$ cat src/oopms_pkg.sv
// Shared types, constants and saturating arithmetic for the Or-opt pair move search.
package oopms_pkg;

  localparam int CIRC_W = 7;
  localparam int COST_W = 62;
  localparam int STEP_W = 5;
  localparam logic [STEP_W-1:0] STEP_CMP = 5'd18;
  localparam int MIN_TOUR = 6;
  localparam logic [COST_W-1:0] COST_MAX = {COST_W{1'b1}};

  localparam logic [1:0] OPN_TOUR   = 2'd0;
  localparam logic [1:0] OPN_DIST   = 2'd1;
  localparam logic [1:0] OPN_SUB    = 2'd2;
  localparam logic [1:0] OPN_SEARCH = 2'd3;

  typedef struct packed {
    logic [1:0]  operation;
    logic [5:0]  position;
    logic [5:0]  second_index;
    logic [5:0]  vertex;
    logic [31:0] distance;
    logic [55:0] seq_cost;
    logic [39:0] seq_time;
    logic [6:0]  seq_width;
  } in_item_t;

  typedef struct packed {
    logic              found;
    logic [5:0]        best_first;
    logic [5:0]        best_second;
    logic [COST_W-1:0] best_cost;
  } out_item_t;

  typedef struct packed {
    logic [55:0] cost;
    logic [39:0] tm;
    logic [6:0]  width;
  } sub_rec_t;

  typedef enum logic [2:0] {
    OP_NONE  = 3'd0,
    OP_CLR   = 3'd1,
    OP_LOAD0 = 3'd2,
    OP_ADDE  = 3'd3,
    OP_MUL   = 3'd4,
    OP_ACCP  = 3'd5,
    OP_ACCS  = 3'd6,
    OP_CMP   = 3'd7
  } dp_op_t;

  typedef struct packed {
    logic       tour_rd;
    logic [1:0] tour_sel;
    logic       dist_rd;
    logic       cap_e;
    logic [1:0] e_sel;
    logic       sub_rd;
    logic [1:0] sub_sel;
    dp_op_t     op;
  } dp_cmd_t;

  function automatic logic [COST_W-1:0] sat_add(input logic [COST_W-1:0] a,
                                                input logic [COST_W-1:0] b);
    logic [COST_W:0] s;
    s = {1'b0, a} + {1'b0, b};
    return s[COST_W] ? COST_MAX : s[COST_W-1:0];
  endfunction

  function automatic logic [COST_W-1:0] sat_mul(input logic [6:0] w,
                                                input logic [COST_W-1:0] t);
    logic [COST_W+6:0] p;
    p = (COST_W + 7)'(w) * (COST_W + 7)'(t);
    return (p[COST_W+6:COST_W] != 7'd0) ? COST_MAX : p[COST_W-1:0];
  endfunction

endpackage

$ cat src/oopms_ctrl.sv
// Controller: configuration register, move scan order and per-move step schedule.
module oopms_ctrl import oopms_pkg::*; #(
  parameter int MAX_TOUR = 64,
  parameter int AW = $clog2(MAX_TOUR)
) (
  input  logic              clk,
  input  logic              rst_n,
  input  logic              start,
  input  logic [1:0]        operation,
  input  logic              cfg_valid,
  input  logic [CIRC_W-1:0] cfg_data,
  output logic              cfg_ready,
  output logic              busy,
  output logic              out_valid,
  output dp_cmd_t           cmd,
  output logic [AW-1:0]     mv_i,
  output logic [AW-1:0]     mv_j,
  output logic              mv_dir,
  output logic [AW-1:0]     last
);

  localparam int NB = $clog2(MAX_TOUR + 1);
  localparam int NW = (NB > CIRC_W) ? NB : CIRC_W;

  typedef enum logic [2:0] {
    ST_IDLE = 3'b001,
    ST_MOVE = 3'b010,
    ST_DONE = 3'b100
  } state_t;

  state_t             state_r, state_nxt;
  logic [STEP_W-1:0]  step_r, step_nxt;
  logic [AW-1:0]      i_r, i_nxt, j_r, j_nxt, last_r, last_nxt;
  logic               dir_r, dir_nxt;
  logic [CIRC_W-1:0]  circ_r;
  logic [NW-1:0]      n_w;
  logic               fire;

  assign cfg_ready = 1'b1;
  assign busy      = (state_r != ST_IDLE);
  assign out_valid = (state_r == ST_DONE);
  assign mv_i      = i_r;
  assign mv_j      = j_r;
  assign mv_dir    = dir_r;
  assign last      = last_r;
  assign fire      = start && (state_r == ST_IDLE);
  assign n_w = (NW'(circ_r) > NW'(MAX_TOUR)) ? NW'(MAX_TOUR) : NW'(circ_r);

  always_comb begin
    state_nxt = state_r;
    step_nxt  = step_r;
    i_nxt     = i_r;
    j_nxt     = j_r;
    dir_nxt   = dir_r;
    last_nxt  = last_r;
    cmd       = '0;
    cmd.op    = OP_NONE;
    case (state_r)
      ST_IDLE: begin
        if (fire && operation == OPN_SEARCH) begin
          cmd.op   = OP_CLR;
          last_nxt = AW'(n_w - NW'(2));
          step_nxt = '0;
          i_nxt    = AW'(1);
          j_nxt    = AW'(3);
          dir_nxt  = 1'b0;
          state_nxt = (n_w < NW'(MIN_TOUR)) ? ST_DONE : ST_MOVE;
        end
      end
      ST_MOVE: begin
        step_nxt = step_r + STEP_W'(1);
        case (step_r)
          5'd0: begin
            cmd.tour_rd = 1'b1; cmd.tour_sel = 2'd0;
          end
          5'd1: begin
            cmd.dist_rd = 1'b1; cmd.tour_rd = 1'b1; cmd.tour_sel = 2'd1;
          end
          5'd2: begin
            cmd.cap_e = 1'b1; cmd.e_sel = 2'd0; cmd.dist_rd = 1'b1;
            cmd.tour_rd = 1'b1; cmd.tour_sel = 2'd2;
          end
          5'd3: begin
            cmd.cap_e = 1'b1; cmd.e_sel = 2'd1; cmd.dist_rd = 1'b1;
          end
          5'd4: begin
            cmd.cap_e = 1'b1; cmd.e_sel = 2'd2; cmd.sub_rd = 1'b1; cmd.sub_sel = 2'd0;
          end
          5'd5: begin
            cmd.op = OP_LOAD0; cmd.sub_rd = 1'b1; cmd.sub_sel = 2'd1;
          end
          5'd6: begin
            cmd.op = OP_ADDE; cmd.e_sel = 2'd0;
          end
          5'd7: cmd.op = OP_MUL;
          5'd8: cmd.op = OP_ACCP;
          5'd9: begin
            cmd.op = OP_ACCS; cmd.sub_rd = 1'b1; cmd.sub_sel = 2'd2;
          end
          5'd10: begin
            cmd.op = OP_ADDE; cmd.e_sel = 2'd1;
          end
          5'd11: cmd.op = OP_MUL;
          5'd12: cmd.op = OP_ACCP;
          5'd13: begin
            cmd.op = OP_ACCS; cmd.sub_rd = 1'b1; cmd.sub_sel = 2'd3;
          end
          5'd14: begin
            cmd.op = OP_ADDE; cmd.e_sel = 2'd2;
          end
          5'd15: cmd.op = OP_MUL;
          5'd16: cmd.op = OP_ACCP;
          5'd17: cmd.op = OP_ACCS;
          default: cmd.op = OP_NONE;
        endcase
        if (step_r == STEP_CMP) begin
          cmd.op   = OP_CMP;
          step_nxt = '0;
          if (!dir_r) begin
            if (j_r != last_r) begin
              j_nxt = j_r + AW'(1);
            end else if ((AW+1)'(i_r) + (AW+1)'(3) < (AW+1)'(last_r)) begin
              i_nxt = i_r + AW'(1);
              j_nxt = i_r + AW'(3);
            end else begin
              dir_nxt = 1'b1;
              i_nxt   = AW'(3);
              j_nxt   = AW'(2);
            end
          end else begin
            if (j_r != AW'(1)) begin
              j_nxt = j_r - AW'(1);
            end else if ((AW+1)'(i_r) + (AW+1)'(1) < (AW+1)'(last_r)) begin
              i_nxt = i_r + AW'(1);
              j_nxt = i_r;
            end else begin
              state_nxt = ST_DONE;
            end
          end
        end
      end
      ST_DONE: state_nxt = ST_IDLE;
      default: state_nxt = ST_IDLE;
    endcase
  end

  always_ff @(posedge clk) begin
    if (!rst_n) begin
      state_r <= ST_IDLE;
      step_r  <= '0;
      circ_r  <= '0;
    end else begin
      state_r <= state_nxt;
      step_r  <= step_nxt;
      if (cfg_valid && cfg_ready) begin
        circ_r <= cfg_data;
      end
    end
  end

  always_ff @(posedge clk) begin
    i_r    <= i_nxt;
    j_r    <= j_nxt;
    dir_r  <= dir_nxt;
    last_r <= last_nxt;
  end

endmodule

$ cat config.mk
export PLATFORM = sky130hd
export DESIGN_NAME = oopms_ctrl
export DESIGN_NICKNAME = d
export VERILOG_FILES = /design/src/oopms_pkg.sv /design/src/oopms_ctrl.sv
export SDC_FILE = /design/constraint.sdc
export NUM_CORES = 1
export LEC_CHECK = 0
export ABC_AREA = 0
export BUFFER_PORTS_ARGS = -buffer_cell sky130_fd_sc_hd__buf_2
export CAP_MARGIN = 20
export CORE_ASPECT_RATIO = 0.6
export CORE_MARGIN = 2
export CORE_UTILIZATION = 30
export CTS_BUF_LIST = sky130_fd_sc_hd__clkbuf_2
export DETAILED_ROUTE_END_ITERATION = 8
export PLACE_DENSITY = 0.51
export SETUP_SLACK_MARGIN = 0.5
export SYNTH_ARGS = -nofsm -noshare
export SYNTH_HDL_FRONTEND = slang
export SYNTH_SLANG_ARGS = --single-unit
$ cat constraint.sdc
create_clock -name clk -period 4 [get_ports clk]
set_input_delay 0.4 -clock clk [delete_from_list [all_inputs] [get_ports clk]]
set_output_delay 0.4 -clock clk [all_outputs]
set_load 0.02 [all_outputs]
== Yosys cells after proc, flatten, opt, wreduce, memory -nomap -nowiden ==
Index checks and enable logic that the tools add are counted.
Cells by class
  add/sub/neg operators: 8
  magnitude comparators: 4
  equal/unequal tests: 34
  muxes and demuxes: 43
  reduce and logical (&&, ||, !) cells: 18
Operators with widths (count)
  $mux W6: 14
  $eq A5 B4 Y1 const B: 8
  $pmux W6 S2: 2
  $mux W3: 7
  $eq A5 B3 Y1 const B: 4
  $reduce_or A3 Y1: 6
  $eq A5 B5 Y1 const B: 3
  $pmux W3 S5: 1
  $lt A7 B6 Y1: 2
  $add A6 B1 Y6 const B: 2
  $pmux W3 S2: 2
  $pmux W3 S4: 1
  $eq A5 B2 Y1 const B: 2
  $mux W10: 1
  $mux W5: 2
  $pmux W5 S2: 1
  $ne A3 B3 Y1 const B: 3
  $pmux W3 S3: 1
  $mux W1: 8
  $ne A2 B2 Y1 const B: 4
  $add A6 B1 Y7 const B: 1
  $add A6 B2 Y7 const B: 1
  $gt A7 B7 Y1 const B: 1
  $lt A7 B3 Y1 const B: 1
  other kinds (26): 29
Storage, ports and cells
  flip-flop bits (word level): 34
  input port bits: 13

== Depth between registers and ports, before layout ==
Gate-level depths: netlist (run 1).
  depth in word-level cells: 7
  depth in mapped cells: 10
  gate-level depth less buffers: 10

== Least setup slack after synthesis (run 1) ==
No wires, ideal clock.
  path type: register -> register
  start point: register i_r[0], in the netlist mv_i[0]
  end point: register i_r[0], in the netlist mv_i[0], enable pin
  setup time: 373 ps
  arrival time: 2334 ps
  required time: 3627 ps
  slack: 1293 ps
  stages on the path, launching flop included: 10
  period minus slack after synthesis: 2707 ps
  cell sequence: edfxtp_1 ha_1 nand3_1 xnor2_1 ha_1 a21o_1 a21oi_1 o211a_1 nand3_1 a31oi_1
On the way
  longest elaborated chain between the ends: 4
RTL lines
  start: declaration: RTL line oopms_ctrl.sv:33  | logic [AW-1:0] i_r, i_nxt, j_r, j_nxt, last_r, last_nxt;
  start signal: assignment: RTL line oopms_ctrl.sv:162  | i_r <= i_nxt;
  $add A6 B1 Y7: RTL line oopms_ctrl.sv:133  | end else if ((AW+1)'(i_r) + (AW+1)'(1) < (AW+1)'(last_r)) begin
  $lt A7 B6 Y1: RTL line oopms_ctrl.sv:133
  $ne A3 B3 Y1 (no source line)
  $reduce_and A6 Y1 (no source line)
Every way passes these cells.
A chain may end at the register's enable or synchronous reset.

== Final worst setup path (run 1) ==
  start point: register i_r[0], in the netlist mv_i[0]
  end point: register i_r[1], in the netlist mv_i[1] (data pin)
On the way
  longest elaborated chain between the ends: 7
RTL lines
  $add A6 B2 Y7: RTL line oopms_ctrl.sv:122  | end else if ((AW+1)'(i_r) + (AW+1)'(3) < (AW+1)'(last_r)) begin
  $lt A7 B6 Y1: RTL line oopms_ctrl.sv:122
  $mux W6: RTL line oopms_ctrl.sv:122
  $mux W6: RTL line oopms_ctrl.sv:120  | if (j_r != last_r) begin
  $mux W6 (*): RTL line oopms_ctrl.sv:119  | if (!dir_r) begin
  $mux W6 (*): RTL line oopms_ctrl.sv:116  | if (step_r == STEP_CMP) begin
  $pmux W6 S2 (*): RTL line oopms_ctrl.sv:58  | case (state_r)
Mark *: on every way between the ends. The rest lies on a longest branch, timed or not. The select of a mux whose other input is x is not followed.

==> results by group, run 1 <==
Drt
  – Via count: 2391
  – DRC: 0
  – WL/cell: 15.03 um
  – Detailed Route Iter0 Violations: 168
  – Via density: 5.153
  – Post-route ant nets: 0
  – TritonRoute pass-1 iters: 5
  – Total Routed Length: 6974 um

Synthesis
  – Primary FF master, synth: edfxtp_1
  – Mapped cell area: 2688 sq um
  – Yosys reg bits: 34
  – Area leader, netlist: edfxtp_1
  – Syn Nets: 349
  – Synth top cells by count: nand2_1 (25), nor2_1 (24), ha_1 (22)
  – Synth area leaders: edfxtp_1 (21%), dfxtp_1 (11%), ha_1 (10%)
  – Post-Synthesis Cells: 314
  – YS warnings: 0
  – Post-synth EDFFs: 19
  – Most common cell in the netlist: nand2_1
  – Yosys cell types: 50
  – Syn_area_per_cell: 8.559 sq um
  – Top cell type's share of synthesized area: 21.23%
  – Sequential-to-total area share from yosys stat: 32.40%
  – Post-synth ARST share: 0%

CTS
  – CTS clk-pin slew, worst paths: 180 ps
  – Root Driver: clkbuf_2
  – TritonCTS buffer count: 5
  – CTS tree: built
  – Worst-Skew Late Latency: 420 ps
  – Post-CTS Resized: 0
  – # H-tree levels: 2
  – CTS Hold Buffers Added: 0
  – Bufs on Longest Clock Path: 2
  – Sink Count: 34
  – Setup Buffers After CTS: 0

Global routing
  – Total gr overflow: 0
  – Total global-route track usage: 15.13%
  – Vias in the first global route: 2124
  – Largest net degree at the start of global routing: 17
  – Initial antenna violation count: 0
  – First-pass GRT wire length: 11580 um

Power
  – Clock power frac: 30.8%
  – Net Sw Frac: 29.36%
  – P_leak: 1.335 nW
  – Switching pwr: 0.2269 mW
  – Cell internal pwr: 0.5459 mW
  – Peak supply drop: 131.3 uV
  – Comb power frac: 16.9%
  – Flop pwr share: 52.2%
  – Pwr dens: 254.0 nW/um^2

Place
  – DP Area: 2977 sq um
  – GPL Wtd Cong: 0.8567
  – # port buffers: 46
  – Post-DP HPWL: 5520 um

Critical path
  – Crit path max-delay family: compound AO/OA/AOI/OAI gates
  – WP data required: 4150 ps
  – Arr. time, crit path: 3250 ps
  – Critical path capture point type: flop
  – Startpoint types: flop
  – Crit path kind: reg -> reg
  – Buffers & Inverters on Critical Path: 1
  – Worst r2r path cells: 10
  – Critical path cell sequence: inv_1, ha_1, nand3b_1, xnor2_1, ha_1, a21o_1, a21oi_1, o21ai_1, o21ai_1, a21oi_1
  – Worst Path Max Fanout: 10
  – Worst path max stage delay: 590 ps
  – CP max stage cell: edfxtp_1
  – Worst path depth: 10

Floorplanning
  – Die H: 77.32 um
  – IO Count: 48
  – Initial Util: 31.29%
  – Die W: 126.2 um
  – Core area: 8588 sq um
  – FP Rows: 26
  – Die area: 9756 sq um

STA
  – Max-slew violation count: 0
  – Crit path time final: 3102 ps
  – Final-report hold violation count: 0
  – RSZ-0062 raised after global routing: no
  – Setup TNS: 0 ps
  – Rel. slew slack: 58.68%
  – Fmax: 322.4 MHz
  – Setup Viol. Count Final: 0
  – Skew final: 42.27 ps
  – Final worst path period share: 77.54%
  – Slew @ Worst Pin: 619.8 ps

Flow run
  – Max-cap violations: 0

Finish
  – Share of layout cells above drive strength 1: 17.61%
  – Final #Nets: 386
  – Fin area: 3043 sq um
  – Fillers: 899
  – Area grow syn2layout: 13.22%
  – # diodes: 0

Status
  – Status: finished clean

Hold path
  – Hold WC Path Type: in -> reg
  – Min-Delay Path Depth: 3
## state kept, by name, indices dropped and copies added, names as in the netlist
name     cells
state_r      3
circ_r       7
mv_dir       1
mv_j         6
mv_i         6
last         6
step_r       5
## worst register-to-register path, cell delays in order, from the launching register on
cell and delay (ps):
edfxtp_1 590, inv_1 120, ha_1 250, nand3b_1 230, xnor2_1 330, ha_1 310
a21o_1 180, a21oi_1 200, o21ai_1 190, o21ai_1 340, a21oi_1 120
## power by group through the flow
stage,Combinational (mW),Sequential (mW),Clock [mW]
after global routing,0.149,0.407,0.263
final,0.131,0.404,0.238
after floorplan,0.0948,0.409,0
after CTS,0.132,0.404,0.244
after global placement,0.129,0.411,0
after detailed placement,0.131,0.411,0
## layout make-up
cell class | instances | area [sq um] | share of cell area [%]
repair buffers | 47 | 237.7 | 7.812
multi-input cells | 243 | 1653 | 54.32
clock buffers | 6 | 30.03 | 0.9868
well taps | 112 | 140.1 | 4.605
inverters | 20 | 75.07 | 2.467
clock inverters | 2 | 36.28 | 1.192
flip-flops and latches | 34 | 870.8 | 28.62
## stage by stage
| stage | power (mW) | worst slack, ps | utilization, % | hold WS, ps | instances |
|---|---|---|---|---|---|
| 2_1_floorplan | 0.5041 | 1293 | - | 474.2 | 314 |
| 5_1_grt | 0.8183 | 615.3 | 35.43 | 198.0 | 464 |
| 6_report | 0.7728 | 898.3 | 35.43 | 245.5 | 464 |
| 3_3_place_gp | 0.5403 | 995.9 | 34.66 | 493.2 | 456 |
| 4_1_cts | 0.7795 | 896.7 | 35.43 | 216.1 | 464 |
| 3_5_place_dp | 0.5423 | 934.2 | 34.66 | 496.5 | 456 |
## cells in the final DEF (no fill, tap or decap), types with 8 or more instances in the layout
cell type	n
nor3_1	11
nor2b_1	13
buf_2	46
inv_1	20
nand2b_1	8
edfxtp_1	19
a21oi_1	11
nand2_1	25
o21ai_0	13
nor2_1	24
ha_1	22
nand3_1	16
xnor2_1	18
dfxtp_1	15
mux2i_1	9
and3_1	14
## kinds of logic after synthesis
group           share of synthesized area (%)
other cells                            0.1395
fa+ha+maj                               10.24
simple gates                            25.37
compound gates                          13.59
mux                                     3.352
buf+inv                                 6.098
xor+xnor                                8.799
flops                                   32.40
## layer usage
metal	vias up	routed length, um	track usage [%]
met5	-	0	0
met4	0	34	3.516
met3	4	571	5.024
met2	84	2591	18.23
met1	1119	3776	24.55
li1	1184	-	-
## worst paths after layout
| path | startpoint | endpoint | slack (ps) |
|---|---|---|---|
| setup / recovery | mv_i[0] | mv_i[1] | 900 |
| hold / removal | cfg_data[6] | circ_r[6] | 250 |
| setup reg to reg | mv_i[0] | mv_i[1] | 900 |
| hold reg to reg | circ_r[0] | circ_r[0] | 530 |
Note: power is estimated with default switching activity, not from simulation.
==> run 2: changes to the inputs <==
- PLACE_DENSITY: 0.51 -> 0.53
- clock period: 4 -> 2.7 ns (I/O delays scaled with it)
==> results by group, run 2 (same netlist as run 1, synthesis figures left out) <==
Status
  – Status: finished clean

Finish
  – Most frequent cells in the layout: buf_2 (43), buf_4 (32), nand2_1 (24)
  – Util after Layout: 42.00% (+6.6 points)
  – # diodes: 0 (unchanged)
  – Share of layout cells above drive strength 1: 36.46% (+19 points)
  – Max reg flops: 7 (unchanged)
  – Final #Nets: 418 (+8.3%)
  – Most common cell after layout, fill and taps aside: buf_2
  – Area grow syn2layout: 34.22%
  – Reg with most FFs: circ_r
  – Final Non-Filler Cells: 496 (+6.9%)

Floorplanning
  – Die W: 126.2 um (unchanged)
  – Core area: 8588 sq um (unchanged)
  – IO Count: 48 (unchanged)
  – Die H: 77.32 um (unchanged)
  – Die area: 9756 sq um (unchanged)
  – Initial Util: 31.29% (unchanged)
  – FP Rows: 26 (unchanged)

STA
  – Max-slew violation count: 0 (unchanged)
  – Crit path time final: 2620 ps (-482.2 ps)
  – Slew @ Worst Pin: 509.4 ps (-110.4 ps)
  – Setup TNS: 0 ps (unchanged)
  – Skew final: 16.35 ps (-25.92 ps)
  – Fmax: 381.7 MHz (+18%)
  – RSZ-0062 raised after global routing: yes
  – Rel. slew slack: 66.04% (+7.4 points)
  – Final worst path period share: 97.02% (+19 points)
  – Final-report hold violation count: 0 (unchanged)
  – Setup Viol. Count Final: 0 (unchanged)

Global routing
  – Total global-route track usage: 15.52% (+0.40 points)
  – Largest net degree at the start of global routing: 17 (unchanged)
  – Vias in the first global route: 2247 (+5.8%)
  – First-pass GRT wire length: 12000 um (+3.6%)
  – Total gr overflow: 0 (unchanged)
  – Initial antenna violation count: 0 (unchanged)

CTS
  – CTS tree: built
  – CTS clk-pin slew, worst paths: 220 ps (+40 ps)
  – Worst-Skew Late Latency: 430 ps (about the same)
  – Bufs on Longest Clock Path: 2 (unchanged)
  – # H-tree levels: 2 (unchanged)
  – CTS Hold Buffers Added: 0 (unchanged)
  – Sink Count: 34 (unchanged)
  – TritonCTS buffer count: 5 (unchanged)
  – Root Driver: clkbuf_2

Place
  – GPL Wtd Cong: 0.8459 (-1.3%)
  – # port buffers: 46 (unchanged)
  – Post-DP HPWL: 5734 um (+3.9%)
  – Dpl cells: 466 (+2.2%)

Power
  – Peak supply drop: 164.6 uV (+25%)
  – Comb power frac: 20.8% (+3.9 points)
  – Net Sw Frac: 31.19% (+1.8 points)
  – P_leak: 1.539 nW (+15%)
  – Pwr dens: 338.2 nW/um^2 (+33%)
  – Cell internal pwr: 0.8393 mW (+54%)
  – Clock power frac: 30.3% (-0.5 points)
  – Switching pwr: 0.3804 mW (+68%)
  – Flop pwr share: 48.9% (-3.3 points)

Critical path
  – Worst Path Max Fanout: 5 (-5)
  – WP data required: 2890 ps (-1260 ps)
  – Arr. time, crit path: 2810 ps (-440 ps)
  – R2R setup slack: 80 ps (-820 ps)
  – Crit path kind: reg -> reg
  – Critical path capture point type: flop
  – Startpoint types: flop

Drt
  – Via count: 2528 (+5.7%)
  – TritonRoute pass-1 iters: 4 (-1)
  – Detailed Route Iter0 Violations: 209 (+24%)
  – Via density: 5.097 (-1.1%)
  – Total Routed Length: 7800 um (+12%)
  – Post-route ant nets: 0 (unchanged)
  – WL/cell: 15.73 um (+4.6%)
  – DRC: 0 (unchanged)

Hold path
  – Hold WC Path Type: in -> reg

Flow run
  – Max-cap violations: 0 (unchanged)
run 2: power by group through the flow:
stage,combinational (mW),clock (mW),sequential (mW)
2_1_floorplan,0.150,0,0.606
3_3_place_gp,0.211,0,0.606
3_5_place_dp,0.215,0,0.606
4_1_cts,0.227,0.380,0.596
5_1_grt,0.278,0.404,0.600
6_report,0.254,0.369,0.596
run 2: routing by layer:
layer,share of wire (%),vias to the layer above,track usage (%)
li1,-,1241,-
met1,52,1214,23.76
met2,41,61,20.81
met3,5.0,12,4.257
met4,1.5,0,4.396
met5,0,-,0
run 2: worst max-delay path, stage by stage (launching register included):
cell	delay, ps
edfxtp_1	490
inv_2	80
ha_4	160
nand3b_1	240
xnor2_2	210
ha_1	340
nand3_2	110
o21ai_4	310
nor4_2	90
or3_1	360
run 2: layout make-up:
class,instances,area (sq um)
clock buffers,5,25.02
repair buffers,79,500.5
multi-input cells,243,1942
well taps,112,140.1
fillers,849,4981
inverters,20,75.07
flip-flops and latches,34,882.1
clock inverters,3,42.54
run 2: worst paths after layout:
path | from | endpoint | depth (start not counted)
max | mv_i[0] | mv_j[3] | 9
min | cfg_data[6] | circ_r[6] | 3
max reg2reg | mv_i[0] | mv_j[3] | 9
min reg2reg | circ_r[0] | circ_r[0] | 2
run 2: per-stage QoR:
step	hold slack [ps]	instance area, sq um	worst slack (ps)	power (mW)
2_1_floorplan	398.2	2739	170.9	0.7559
3_3_place_gp	498.2	3103	200.5	0.8168
3_5_place_dp	494.4	3103	75.25	0.8212
4_1_cts	50.48	3282	203.4	1.203
5_1_grt	35.21	3607	-29.56	1.283
6_report	76.20	3607	80.48	1.220
run 2: repair_timing:
item                                    CTS  global route
pin swaps                                12            18
resized for setup                        21            39
endpoints found under the setup margin   37            39
cloned                                    0             0
setup buffers                             4            18
==> run 3: changes to the inputs <==
--- a/config.mk
+++ b/config.mk
@@ -14,2 +14,3 @@
 export CTS_BUF_LIST = sky130_fd_sc_hd__clkbuf_2
+export CTS_CLUSTER_SIZE = 25
 export DETAILED_ROUTE_END_ITERATION = 8
==> constraint.sdc (replaced) <==
create_clock -name clk -period 2.7 [get_ports clk]
set_input_delay 0.135 -clock clk [delete_from_list [all_inputs] [get_ports clk]]
set_output_delay 0.135 -clock clk [all_outputs]
set_load 0.02 [all_outputs]
==> results by group, run 3 (same netlist as run 1, synthesis figures left out) <==
Power
  – Switching pwr: 0.3743 mW (-1.6%)
  – Design Power: 1.118 mW (-8.4%)
  – Flop pwr share: 53.2% (+4.3 points)
  – P_leak: 1.500 nW (-2.6%)
  – Cell internal pwr: 0.7433 mW (-11%)
  – Net Sw Frac: 33.49% (+2.3 points)
  – Pwr dens: 320.9 nW/um^2 (-5.1%)
  – Clock power frac: 24.1% (-6.2 points)
  – Peak supply drop: 156.9 uV (-4.7%)
  – Comb power frac: 22.7% (+1.9 points)

Global routing
  – First-pass GRT wire length: 12770 um (+6.4%)
  – Total global-route track usage: 16.60% (+1.1 points)
  – Largest net degree at the start of global routing: 17 (unchanged)
  – Vias in the first global route: 2354 (+4.8%)
  – Total gr overflow: 0 (unchanged)
  – Initial antenna violation count: 0 (unchanged)

Floorplanning
  – Core area: 8588 sq um (unchanged)
  – Die W: 126.2 um (unchanged)
  – Die H: 77.32 um (unchanged)
  – IO Count: 48 (unchanged)
  – FP Rows: 26 (unchanged)
  – Die area: 9756 sq um (unchanged)
  – Initial Util: 31.29% (unchanged)

Flow run
  – Max-cap violations: 0 (unchanged)

Drt
  – Post-route ant nets: 0 (unchanged)
  – Detailed Route Iter0 Violations: 165 (-21%)
  – Via density: 5.125 (+0.56%)
  – WL/cell: 15.75 um (+0.15%)
  – TritonRoute pass-1 iters: 4 (unchanged)
  – Via count: 2537 (+0.36%)
  – Total Routed Length: 7796 um (about the same)
  – DRC: 0 (unchanged)

Critical path
  – Arr. time, crit path: 2740 ps (-70 ps)
  – Worst r2r path cells: 11 (+2)
  – WP data required: 2880 ps (about the same)
  – Worst Path Max Fanout: 6 (+1)
  – Critical path capture point type: flop
  – Crit path kind: reg -> reg
  – R2R setup slack: 140 ps (+60 ps)
  – RR Endpoint: mv_i[0]
  – FF-to-FF Start: mv_i[1]
  – Startpoint types: flop

Status
  – Status: finished clean

Place
  – Post-DP HPWL: 5750 um (+0.28%)
  – # port buffers: 46 (unchanged)
  – Pre-CTS setup slack: 67.75 ps (-7.499 ps)
  – GPL Wtd Cong: 0.8471 (+0.14%)

CTS
  – TritonCTS buffer count: 5 (unchanged)
  – Worst-Skew Late Latency: 430 ps (about the same)
  – Bufs on Longest Clock Path: 2 (unchanged)
  – Root Driver: clkbuf_2
  – CTS tree: built
  – CTS clk-pin slew, worst paths: 220 ps (about the same)
  – # H-tree levels: 2 (unchanged)
  – Sink Count: 34 (unchanged)

Finish
  – Most common cell after layout, fill and taps aside: buf_2
  – Multi-input gate area: 1857 sq um (-4.4%)
  – Share of layout cells above drive strength 1: 30.03% (-6.4 points)
  – Fillers: 901 (+6.1%)
  – # diodes: 0 (unchanged)
  – Util after Layout: 40.56% (-1.4 points)
  – Most frequent cells in the layout: buf_2 (46), nand2_1 (25), buf_4 (23)
  – Area grow syn2layout: 29.61%
  – Max reg flops: 7 (unchanged)
  – Final #Nets: 417 (-0.24%)
  – Reg with most FFs: circ_r
  – Storage element area: 877.1 sq um (-0.57%)

STA
  – Final worst path period share: 94.87% (-2.2 points)
  – Slew @ Worst Pin: 519.0 ps (+9.683 ps)
  – Final setup margin: 138.6 ps (+58.09 ps)
  – Final-report hold violation count: 0 (unchanged)
  – Crit path time final: 2561 ps (-58.09 ps)
  – RSZ-0062 raised after global routing: yes
  – Setup TNS: 0 ps (unchanged)
  – Max-slew violation count: 0 (unchanged)
  – Setup Viol. Count Final: 0 (unchanged)
  – Skew final: 29.06 ps (+12.71 ps)
  – Rel. slew slack: 65.40% (-0.65 points)
  – Fmax: 390.4 MHz (+2.3%)

Hold path
  – Hold WC Path Type: in -> reg
  – Min-Delay Startpoint: cfg_valid
  – Min-Delay Path Depth: 3 (unchanged)
  – Hold Path End: circ_r[4]
[run 3: cell types whose count changed in the layout (fill, tap and decap cells not counted), moves of 2 or more]
cell	delta
a21oi_1	+2
a21oi_2	-2
and3_1	+2
and3_4	-2
buf_2	+3
buf_4	-9
buf_6	-3
dfxtp_1	+4
dfxtp_2	-4
dlygate4sd3_1	+8
ha_4	-2
nor2_1	+2
nor2_4	-2
o21ai_1	-2
[run 3: per-layer routing]
metal  GRT usage (%)  wire (um)  up-vias
met5               0          0        -
met4           4.835         76        0
met3           4.047        508        8
met2           22.04       3213       80
met1           25.84       3998     1206
li1                -          -     1243
[run 3: power by group through the flow]
| stage | Combinational [mW] | Clock [mW] | Sequential, mW |
|---|---|---|---|
| after floorplan | 0.150 | 0 | 0.606 |
| after global placement | 0.211 | 0 | 0.606 |
| after detailed placement | 0.215 | 0 | 0.606 |
| after CTS | 0.245 | 0.278 | 0.594 |
| after global routing | 0.279 | 0.308 | 0.599 |
| final | 0.254 | 0.269 | 0.595 |
[run 3: worst max path at each step]
stage,start,to,slack [ps],cells after the start
after floorplan,mv_i[0],mv_i[0],170,9
after global placement,mv_i[0],mv_i[5],200,8
after detailed placement,mv_i[0],mv_i[2],70,8
after CTS,mv_i[1],mv_i[2],180,9
after global routing,mv_i[1],mv_j[4],6,11
final,mv_i[1],mv_i[0],140,11
[run 3: layout make-up]
cell class | count | share of cell area [%]
flip-flops and latches | 34 | 25.18
multi-input cells | 243 | 53.30
clock buffers | 5 | 0.7184
clock inverters | 3 | 0.4310
inverters | 20 | 2.155
repair buffers | 78 | 14.19
well taps | 112 | 4.023
[run 3: critical path, cell delays in order, from the launching register on]
cell and delay (ps):
edfxtp_1 420, buf_4 130, inv_2 40, ha_4 160
nand3b_1 220, xnor2_2 240, ha_1 280, a21o_1 170
a21oi_2 200, o21ai_4 140, o21ai_4 220, nand3_1 100
[run 3: timing repair]
| action | 4_1_cts | 5_1_grt |
|---|---|---|
| setup endpoints to repair | 35 | 36 |
| hold buffers | 8 | 0 |
| gates resized for setup | 25 | 7 |
| setup buffers | 10 | 2 |
| endpoints found under the hold margin | 8 | 0 |
| pin swaps | 10 | 6 |
[run 3: per-stage QoR]
step / instance area, sq um / std cells / hold WS (ps)
6_report: 3483 / 495 / 98.91
3_3_place_gp: 3110 / 467 / 392.4
4_1_cts: 3418 / 493 / 74.09
5_1_grt: 3483 / 495 / 53.71
3_5_place_dp: 3110 / 467 / 400.5
2_1_floorplan: 2739 / 314 / 263.2
